$ cat src/joystick_axis_deadzone_mapper_assert.svh
// Assertion macros shared by the joystick axis dead-zone mapper RTL.
`ifndef JOYSTICK_AXIS_DEADZONE_MAPPER_ASSERT_SVH
`define JOYSTICK_AXIS_DEADZONE_MAPPER_ASSERT_SVH

// Same-cycle implication, checked outside reset.
`define JADM_ASSERT_IMP(name, ante, cons, msg) \
    name: assert property (@(posedge i_clk) disable iff (!i_rst_n) (ante) |-> (cons)) \
        else $error(msg);

// Next-cycle implication, checked outside reset.
`define JADM_ASSERT_NXT(name, ante, cons, msg) \
    name: assert property (@(posedge i_clk) disable iff (!i_rst_n) (ante) |=> (cons)) \
        else $error(msg);

`endif

$ cat src/jadm_pkg.sv
// Shared types, codes and defaults of the joystick axis dead-zone mapper.
package jadm_pkg;

    localparam int SAMPLE_BITS_DEF   = 16;
    localparam int FRACTION_BITS_DEF = 16;
    localparam int ZONE_BITS         = 15;
    localparam int CFG_INDEX_BITS    = 2;
    localparam int DEAD_ZONE_RST     = 5000;
    localparam int MAX_ZONE_RST      = 30000;

    localparam logic [CFG_INDEX_BITS-1:0] REG_DEAD_ZONE = 2'd0;
    localparam logic [CFG_INDEX_BITS-1:0] REG_MAX_ZONE  = 2'd1;
    localparam logic [CFG_INDEX_BITS-1:0] REG_THROTTLE  = 2'd2;

    localparam logic [1:0] THR_NORMAL = 2'b00;
    localparam logic [1:0] THR_POS    = 2'b01;
    localparam logic [1:0] THR_NEG    = 2'b11;

    localparam logic [1:0] TR_NONE    = 2'd0;
    localparam logic [1:0] TR_ACTIVE  = 2'd1;
    localparam logic [1:0] TR_RELEASE = 2'd2;

    localparam logic [1:0] BTN_NONE = 2'd0;
    localparam logic [1:0] BTN_NEG  = 2'd1;
    localparam logic [1:0] BTN_POS  = 2'd2;

    typedef enum logic [2:0] {
        ST_IDLE,
        ST_FOLD,
        ST_MAG,
        ST_EVAL,
        ST_DIV,
        ST_DONE
    } t_state;

endpackage

$ cat src/joystick_axis_deadzone_mapper.sv
// Top level of the joystick axis dead-zone mapper: fold, zone tracking, button events, distance.
//
// Each accepted sample yields exactly one result beat. A sample passes through capture,
// throttle folding, magnitude and evaluation, then the serial divider at one fraction bit
// per cycle, then the output load. Samples below the dead zone or at or beyond the max zone,
// and every sample while the max zone does not exceed the dead zone, skip the divider. One
// sample is in flight at a time; the next one is taken as soon as the current one has moved
// to the output register, even while that result still waits for i_out_ready. Configuration
// writes are taken outside reset and must only be issued while no sample is in flight.
module joystick_axis_deadzone_mapper
    import jadm_pkg::*;
#(
    parameter int SAMPLE_BITS   = SAMPLE_BITS_DEF,
    parameter int FRACTION_BITS = FRACTION_BITS_DEF
) (
    input  logic                      i_clk,
    input  logic                      i_rst_n,
    input  logic                      i_in_valid,
    output logic                      o_in_ready,
    input  logic signed [SAMPLE_BITS-1:0] i_raw_value,
    input  logic                      i_ignore_sets,
    output logic                      o_out_valid,
    input  logic                      i_out_ready,
    output logic signed [SAMPLE_BITS-1:0] o_moved_value,
    output logic signed [SAMPLE_BITS-1:0] o_throttled_value,
    output logic [1:0]                o_transition,
    output logic [1:0]                o_button_target,
    output logic                      o_button_pressed,
    output logic                      o_button_ignore_sets,
    output logic [FRACTION_BITS:0]    o_distance,
    input  logic                      i_cfg_valid,
    output logic                      o_cfg_ready,
    input  logic [CFG_INDEX_BITS-1:0] i_cfg_index,
    input  logic [ZONE_BITS-1:0]      i_cfg_data
);

`include "joystick_axis_deadzone_mapper_assert.svh"

    localparam int WIDE     = ((SAMPLE_BITS > ZONE_BITS) ? SAMPLE_BITS : ZONE_BITS) + 1;
    localparam int ZONE_CAP = (SAMPLE_BITS - 1 < ZONE_BITS) ?
                              (1 << (SAMPLE_BITS - 1)) - 1 : (1 << ZONE_BITS) - 1;
    localparam int MAX_RST  = (MAX_ZONE_RST > ZONE_CAP) ? ZONE_CAP : MAX_ZONE_RST;
    localparam logic [ZONE_BITS-1:0] ZONE_CAP_V = ZONE_CAP[ZONE_BITS-1:0];
    localparam logic [ZONE_BITS-1:0] MAX_RST_V  = MAX_RST[ZONE_BITS-1:0];
    localparam logic [ZONE_BITS-1:0] DEAD_RST_V = DEAD_ZONE_RST[ZONE_BITS-1:0];
    localparam logic [SAMPLE_BITS:0] AXIS_MAX_W = {2'b00, {(SAMPLE_BITS-1){1'b1}}};
    localparam logic [SAMPLE_BITS:0] AXIS_MIN_W = {2'b11, {(SAMPLE_BITS-1){1'b0}}};
    localparam logic [FRACTION_BITS:0] FULL_SCALE = {1'b1, {FRACTION_BITS{1'b0}}};

    t_state r_state;
    t_state n_state;

    logic [ZONE_BITS-1:0]   r_dead_zone;
    logic [ZONE_BITS-1:0]   r_max_zone;
    logic [1:0]             r_throttle;
    logic                   r_active;
    logic [1:0]             r_held;
    logic                   n_active;
    logic [1:0]             n_held;

    logic [SAMPLE_BITS-1:0] r_raw;
    logic                   r_ign;
    logic [SAMPLE_BITS-1:0] r_thr;
    logic [WIDE-1:0]        r_mag;
    logic                   r_neg;
    logic [ZONE_BITS-1:0]   r_den;
    logic                   r_span_ok;
    logic [1:0]             r_trans;
    logic [1:0]             r_target;
    logic                   r_pressed;
    logic                   r_fwd;
    logic [FRACTION_BITS:0] r_dist;
    logic [1:0]             n_trans;
    logic [1:0]             n_target;
    logic                   n_pressed;
    logic                   n_fwd;

    logic                   r_out_valid;
    logic [SAMPLE_BITS-1:0] r_o_moved;
    logic [SAMPLE_BITS-1:0] r_o_thr;
    logic [1:0]             r_o_trans;
    logic [1:0]             r_o_target;
    logic                   r_o_pressed;
    logic                   r_o_fwd;
    logic [FRACTION_BITS:0] r_o_dist;

    logic                   w_in_ready;
    logic                   w_div_start;
    logic                   w_load_out;
    logic                   w_accept;
    logic                   w_div_done;
    logic [FRACTION_BITS-1:0] w_quot;

    logic [SAMPLE_BITS:0]   w_ext;
    logic [SAMPLE_BITS:0]   w_off;
    logic [SAMPLE_BITS:0]   w_sum;
    logic [SAMPLE_BITS:0]   w_sum_r;
    logic [SAMPLE_BITS-1:0] w_fold;
    logic [WIDE-1:0]        w_thr_w;
    logic [WIDE-1:0]        w_mag;
    logic [WIDE-1:0]        w_dead_w;
    logic [WIDE-1:0]        w_excess;
    logic                   w_outside;
    logic                   w_below;
    logic                   w_big;
    logic                   w_need_div;
    logic                   w_event;

    assign w_accept    = i_in_valid && w_in_ready;
    assign o_cfg_ready = i_rst_n;

    // Configuration registers
    always_ff @(posedge i_clk) begin
        if (!i_rst_n) begin
            r_dead_zone <= DEAD_RST_V;
            r_max_zone  <= MAX_RST_V;
            r_throttle  <= THR_NORMAL;
        end else if (i_cfg_valid) begin
            case (i_cfg_index)
                REG_DEAD_ZONE: r_dead_zone <= i_cfg_data;
                REG_MAX_ZONE:  r_max_zone  <= (i_cfg_data > ZONE_CAP_V) ? ZONE_CAP_V : i_cfg_data;
                REG_THROTTLE: begin
                    if (i_cfg_data[1:0] == THR_NORMAL || i_cfg_data[1:0] == THR_POS ||
                        i_cfg_data[1:0] == THR_NEG) begin
                        r_throttle <= i_cfg_data[1:0];
                    end
                end
                default: ;
            endcase
        end
    end

    // Throttle fold, halving with truncation toward zero
    assign w_ext   = {r_raw[SAMPLE_BITS-1], r_raw};
    assign w_off   = (r_throttle == THR_NEG) ? AXIS_MIN_W : AXIS_MAX_W;
    assign w_sum   = w_ext + w_off;
    assign w_sum_r = w_sum + {{SAMPLE_BITS{1'b0}}, w_sum[SAMPLE_BITS]};
    assign w_fold  = (r_throttle == THR_NORMAL) ? r_raw : w_sum_r[SAMPLE_BITS:1];

    // Magnitude
    assign w_thr_w = {{(WIDE-SAMPLE_BITS){r_thr[SAMPLE_BITS-1]}}, r_thr};
    assign w_mag   = r_thr[SAMPLE_BITS-1] ? (~w_thr_w + 1'b1) : w_thr_w;

    // Zone compare and divider operands
    assign w_dead_w   = {{(WIDE-ZONE_BITS){1'b0}}, r_dead_zone};
    assign w_outside  = r_mag > w_dead_w;
    assign w_below    = r_mag < w_dead_w;
    assign w_excess   = r_mag - w_dead_w;
    assign w_big      = w_excess >= {{(WIDE-ZONE_BITS){1'b0}}, r_den};
    assign w_need_div = !w_below && r_span_ok && !w_big;

    // Activation, release and button events
    always_comb begin
        n_active  = r_active;
        n_held    = r_held;
        n_trans   = TR_NONE;
        n_target  = BTN_NONE;
        n_pressed = 1'b0;
        n_fwd     = 1'b0;
        w_event   = r_active;
        if (w_outside && !r_active) begin
            n_active = 1'b1;
            n_trans  = TR_ACTIVE;
            w_event  = 1'b1;
        end else if (!w_outside && r_active) begin
            n_active = 1'b0;
            n_trans  = TR_RELEASE;
        end
        if (w_event) begin
            if (w_outside && !r_neg) begin
                n_target = BTN_POS;
                n_held   = BTN_POS;
            end else if (w_outside) begin
                n_target = BTN_NEG;
                n_held   = BTN_NEG;
            end else if (r_held != BTN_NONE) begin
                n_target = r_held;
                n_held   = BTN_NONE;
            end
            if (n_target != BTN_NONE) begin
                n_pressed = n_active;
                n_fwd     = r_ign;
            end
        end
    end

    // Next state
    always_comb begin
        n_state = r_state;
        case (r_state)
            ST_IDLE: if (i_in_valid) n_state = ST_FOLD;
            ST_FOLD: n_state = ST_MAG;
            ST_MAG:  n_state = ST_EVAL;
            ST_EVAL: n_state = w_need_div ? ST_DIV : ST_DONE;
            ST_DIV:  if (w_div_done) n_state = ST_DONE;
            ST_DONE: if (w_load_out) n_state = ST_IDLE;
            default: n_state = ST_IDLE;
        endcase
    end

    // State outputs
    always_comb begin
        w_in_ready  = 1'b0;
        w_div_start = 1'b0;
        w_load_out  = 1'b0;
        case (r_state)
            ST_IDLE: w_in_ready  = i_rst_n;
            ST_EVAL: w_div_start = w_need_div;
            ST_DONE: w_load_out  = !r_out_valid || i_out_ready;
            default: ;
        endcase
    end

    always_ff @(posedge i_clk) begin
        if (!i_rst_n) begin
            r_state     <= ST_IDLE;
            r_active    <= 1'b0;
            r_held      <= BTN_NONE;
            r_out_valid <= 1'b0;
        end else begin
            r_state <= n_state;
            if (r_state == ST_EVAL) begin
                r_active <= n_active;
                r_held   <= n_held;
            end
            if (w_load_out) begin
                r_out_valid <= 1'b1;
            end else if (i_out_ready) begin
                r_out_valid <= 1'b0;
            end
        end
    end

    always_ff @(posedge i_clk) begin
        if (w_accept) begin
            r_raw <= i_raw_value;
            r_ign <= i_ignore_sets;
        end
        if (r_state == ST_FOLD) begin
            r_thr <= w_fold;
        end
        if (r_state == ST_MAG) begin
            r_mag     <= w_mag;
            r_neg     <= r_thr[SAMPLE_BITS-1];
            r_den     <= r_max_zone - r_dead_zone;
            r_span_ok <= r_max_zone > r_dead_zone;
        end
        if (r_state == ST_EVAL) begin
            r_trans   <= n_trans;
            r_target  <= n_target;
            r_pressed <= n_pressed;
            r_fwd     <= n_fwd;
            r_dist    <= w_below ? '0 : FULL_SCALE;
        end
        if (r_state == ST_DIV && w_div_done) begin
            r_dist <= {1'b0, w_quot};
        end
        if (w_load_out) begin
            r_o_moved   <= r_raw;
            r_o_thr     <= r_thr;
            r_o_trans   <= r_trans;
            r_o_target  <= r_target;
            r_o_pressed <= r_pressed;
            r_o_fwd     <= r_fwd;
            r_o_dist    <= r_dist;
        end
    end

    jadm_div #(
        .FRACTION_BITS(FRACTION_BITS)
    ) u_div (
        .i_clk   (i_clk),
        .i_rst_n (i_rst_n),
        .i_start (w_div_start),
        .i_num   (w_excess[ZONE_BITS-1:0]),
        .i_den   (r_den),
        .o_done  (w_div_done),
        .o_quot  (w_quot)
    );

    assign o_in_ready           = w_in_ready;
    assign o_out_valid          = r_out_valid;
    assign o_moved_value        = r_o_moved;
    assign o_throttled_value    = r_o_thr;
    assign o_transition         = r_o_trans;
    assign o_button_target      = r_o_target;
    assign o_button_pressed     = r_o_pressed;
    assign o_button_ignore_sets = r_o_fwd;
    assign o_distance           = r_o_dist;

    `JADM_ASSERT_IMP(a_held_tracks_active, 1'b1, r_active == (r_held != BTN_NONE),
        "held button disagrees with axis activity")
    `JADM_ASSERT_IMP(a_div_done_in_div, w_div_done, r_state == ST_DIV,
        "divider finished outside the divide state")
    `JADM_ASSERT_NXT(a_load_sets_valid, w_load_out, r_out_valid,
        "output beat lost after load")
    `JADM_ASSERT_IMP(a_dist_in_range, r_out_valid, r_o_dist <= FULL_SCALE,
        "distance beyond full scale")
    `JADM_ASSERT_IMP(a_press_needs_target, r_out_valid && r_o_target == BTN_NONE,
        !r_o_pressed && !r_o_fwd, "button fields set without a target")

endmodule

$ cat src/jadm_div.sv
// Bit-serial restoring divider producing the fraction bits of the distance.
module jadm_div
    import jadm_pkg::*;
#(
    parameter int FRACTION_BITS = FRACTION_BITS_DEF
) (
    input  logic                     i_clk,
    input  logic                     i_rst_n,
    input  logic                     i_start,
    input  logic [ZONE_BITS-1:0]     i_num,
    input  logic [ZONE_BITS-1:0]     i_den,
    output logic                     o_done,
    output logic [FRACTION_BITS-1:0] o_quot
);

    localparam int CNT_BITS = $clog2(FRACTION_BITS + 1);

    logic [ZONE_BITS-1:0]     r_rem;
    logic [ZONE_BITS-1:0]     n_rem;
    logic [FRACTION_BITS-1:0] r_quot;
    logic [CNT_BITS-1:0]      r_cnt;
    logic                     r_busy;
    logic                     r_done;
    logic [ZONE_BITS:0]       w_two;
    logic [ZONE_BITS+1:0]     w_diff;
    logic                     w_fit;

    assign w_two  = {r_rem, 1'b0};
    assign w_diff = {1'b0, w_two} - {2'b00, i_den};
    assign w_fit  = !w_diff[ZONE_BITS+1];
    assign n_rem  = w_fit ? w_diff[ZONE_BITS-1:0] : w_two[ZONE_BITS-1:0];

    always_ff @(posedge i_clk) begin
        if (!i_rst_n) begin
            r_busy <= 1'b0;
            r_done <= 1'b0;
            r_cnt  <= '0;
        end else begin
            r_done <= 1'b0;
            if (i_start) begin
                r_busy <= 1'b1;
                r_cnt  <= CNT_BITS'(FRACTION_BITS);
            end else if (r_busy) begin
                r_cnt <= r_cnt - 1'b1;
                if (r_cnt == CNT_BITS'(1)) begin
                    r_busy <= 1'b0;
                    r_done <= 1'b1;
                end
            end
        end
    end

    always_ff @(posedge i_clk) begin
        if (i_start) begin
            r_rem  <= i_num;
            r_quot <= '0;
        end else if (r_busy) begin
            r_rem  <= n_rem;
            r_quot <= {r_quot[FRACTION_BITS-2:0], w_fit};
        end
    end

    assign o_done = r_done;
    assign o_quot = r_quot;

endmodule
$ cat config.mk
export PLATFORM = sky130hd
export DESIGN_NAME = joystick_axis_deadzone_mapper
export DESIGN_NICKNAME = d
export VERILOG_FILES = /design/src/jadm_pkg.sv /design/src/joystick_axis_deadzone_mapper.sv /design/src/jadm_div.sv
export VERILOG_INCLUDE_DIRS = /design/src /design/src/src
export SDC_FILE = /design/constraint.sdc
export NUM_CORES = 1
export LEC_CHECK = 0
export BUFFER_PORTS_ARGS = -buffer_cell sky130_fd_sc_hd__buf_2
export CAP_MARGIN = 20
export CORE_ASPECT_RATIO = 2
export CORE_UTILIZATION = 50
export CTS_CLUSTER_DIAMETER = 30
export DETAILED_ROUTE_END_ITERATION = 12
export GPL_ROUTABILITY_DRIVEN = 0
export HOLD_SLACK_MARGIN = 0.08
export PLACE_DENSITY = 0.76
export SYNTH_ARGS = -nofsm -noshare
export SYNTH_HDL_FRONTEND = slang
export SYNTH_SLANG_ARGS = --single-unit
$ cat constraint.sdc
create_clock -name i_clk -period 4.4 [get_ports i_clk]
set_clock_uncertainty 0.05 [all_clocks]
set_input_delay 0.44 -clock i_clk [delete_from_list [all_inputs] [get_ports i_clk]]
set_output_delay 0.44 -clock i_clk [all_outputs]
set_load 0.02 [all_outputs]
==> flow_metrics.tcl <==
set metrics [dict create \
    worst_slew_pin_slew_ns 1.04 \
    drive_gt1_frac 0.179 \
    regArea_um2 6040 \
    clock-sinks 222 \
    yosysTopAreaCellShare 0.406 \
    yosys-top-cells-count "159 x edfxtp_1, 109 x nand2_1, 79 x ha_1, 76 x nor2_1, 72 x a21oi_1" \
    startpoint_type "flop" \
    start_util 0.508 \
    io_buffers 96 \
    finalPower_uw 5370 \
    track_usage 0.222 \
    dp_slack_ns 0.193 \
    first_iter_violations 372 \
    r2r-start "r_dead_zone[5]$_SDFFE_PN0P_" \
    numCtsBuffers 25 \
    area_growth_pct 16.9 \
    syn_inst 1083 \
    cap_violations 0 \
    fin_crit_ns 4.21 \
    clock_latency_ns 0.54 \
    hold_violations 0 \
    cts-htree-levels 1 \
    dp_hpwl_mm 20.2 \
    antenna_cells 0 \
    die_area_um2 24200 \
    dpl.cell_count 1448 \
    via_count 8644 \
    yosys-top-cells-area "edfxtp_1 41%, dfxtp_1 11%, ha_1 8.4%" \
    synth_largest_area_cell "edfxtp_1" \
    antenna_found_initial 1 \
    cp.required_ns 4.64 \
    ys_async_sr_fraction 0 \
    syn_area_per_cell_um2 10.9 \
    synthDistinctLibCells 80 \
    multi_input_area_um2 5380 \
    syn_nets 1205 \
    ir_worst_vdd_v 0.000374 \
    relSlewSlack 0.301 \
    crit_fanout 7 \
    synth_most_common_cell "edfxtp_1" \
    fmax_mhz 237 \
    dr.pass1.iters 5 \
    drv_slew 0 \
    p_per_area_nw_per_um2 391 \
    max-clock-path-buffers 3 \
    fillers 1916 \
    fin_crit_sh 0.958 \
    synth-edff-count 159 \
    grt_pass1_vias 8939 \
    synth-main-ff-cell "edfxtp_1" \
    fin_cells 1520 \
    core-area_um2 23100 \
    fp.dieW_um 110 \
    cp-end-kind "flop" \
    tns_ns 0 \
    grt_pass1_wl_mm 42.8 \
    yosys_warnings 0 \
    power.leakage_uw 0.00532 \
    crit_type "flop to flop" \
    grt_overflow 0 \
    worst_slack_ns 0.185 \
    antenna_left 0 \
    totalWireLength_mm 27.0 \
    ys_seq_elements 222 \
    rr_endpoint "u_div.r_rem[5]$_DFFE_PP_" \
    yosysSeqAreaShare 0.513 \
    viasPerCell 5.69 \
    clk_pin_slew_ns 0.06 \
    endpoint "u_div.r_rem[5]$_DFFE_PP_" \
    setup_viol 0 \
    chipHeight_um 219 \
    ios 97 \
    wl_per_cell_um 17.7 \
    cts_tree "done" \
    reg2reg_slack_ns 0.19 \
    nets 1340 \
    r2r_cells 18 \
    startpoint "r_dead_zone[5]$_SDFFE_PN0P_" \
    rows 79 \
    min_path_type "input port to flop" \
    route.detailed.drc 0 \
    cp.arrival_ns 4.46 \
    grt_max_degree 36 \
    status "complete, no violations" \
    mappedNetlistArea_um2 11800 \
    root_buffer "clkbuf_16" \
    final_util 0.594 \
]
-- flip-flops by register name (all words and copies together) (netlist names), 16 cells and up --
name and count:
r_mag 17, o_moved_value 16, u_div.o_quot 16, o_distance 17, r_thr 16, o_throttled_value 16
r_dist 17, r_raw 16
-- layout by cell type, fill, tap and decap left out, types with 24 or more instances in the layout --
cell type    n
a21oi_1     68
buf_2       96
clkbuf_16   26
dfxtp_1     63
edfxtp_1   159
ha_1        79
inv_1       71
mux2i_1     24
nand2_1    108
nor2_1      76
o21ai_0     43
xnor2_1     56
-- worst max-delay path, cell delays in order, from the launching register on --
cell	delay, ns
dfxtp_1	0.33
inv_1	0.09
ha_1	0.36
nand2_1	0.10
nor2_1	0.18
nand4_1	0.23
o211ai_1	0.28
a21oi_1	0.12
xor2_1	0.18
inv_1	0.06
ha_1	0.31
a21o_1	0.18
a21oi_2	0.12
nor2b_1	0.05
o21ai_1	0.16
o2111ai_2	0.19
nor3_4	0.40
clkbuf_16	0.23
mux2_2	0.33
-- layout make-up --
| type | instances | share of cell area |
|---|---|---|
| Sequential cell | 222 | 0.439 |
| Clock buffer | 29 | 0.0488 |
| Timing Repair Buffer | 137 | 0.0637 |
| Tap cell | 283 | 0.0258 |
| Multi-Input combinational cell | 761 | 0.391 |
| Clock inverter | 17 | 0.0118 |
| Inverter | 71 | 0.0194 |
-- metal layers --
layer,GRT usage,wire length (um),vias up
li1,-,-,4194
met1,0.199,8690,4094
met2,0.448,15500,245
met3,0.0318,1090,109
met4,0.149,1690,2
met5,0,11,-
-- how the worst min path moves through the flow --
stage | from | to | cells past startpoint
2_1_floorplan | r_fwd$_SDFFCE_PN0P_ | o_button_ignore_sets$_DFFE_PP_ | 0
3_3_place_gp | r_dist[8]$_SDFFCE_PN0P_ | o_distance[8]$_DFFE_PP_ | 0
3_5_place_dp | r_dist[0]$_SDFFCE_PN0P_ | o_distance[0]$_DFFE_PP_ | 0
4_1_cts | i_cfg_data[3] | r_dead_zone[3]$_SDFFE_PN1P_ | 3
5_1_grt | i_cfg_data[13] | r_max_zone[13]$_SDFFE_PN1P_ | 3
6_report | i_cfg_data[3] | r_dead_zone[3]$_SDFFE_PN1P_ | 3
-- what timing repair did --
item                                   CTS  global route
setup buffers                            0             4
endpoints found under the hold margin   20             0
resized for setup                        0            13
hold buffers                            20             0
setup endpoints to repair                0            32
-- cells by family after synthesis --
| logic type | Yosys count | share of synthesized area |
|---|---|---|
| compound gates | 220 | 0.123 |
| xor+xnor | 72 | 0.0536 |
| fa+ha+maj | 83 | 0.0909 |
| buf+inv | 100 | 0.0346 |
| flops | 222 | 0.513 |
| mux | 46 | 0.0415 |
| other cells | 1 | 0.000319 |
| simple gates | 339 | 0.142 |
-- where the power goes --
part | switching (uW) | internal [uW] | total (uW)
clock | 919 | 1140 | 2060
sequential | 71.5 | 2370 | 2450
combinational | 493 | 372 | 865
-- per-stage QoR --
step	hold WS (ns)	instance area, um2
floorplan	0.350	11800
global placement	0.350	12600
detailed placement	0.355	12600
CTS	0.0812	13600
global route	0.0971	13700
finish	0.0900	13700
Note: power is estimated with default switching activity, not from simulation.
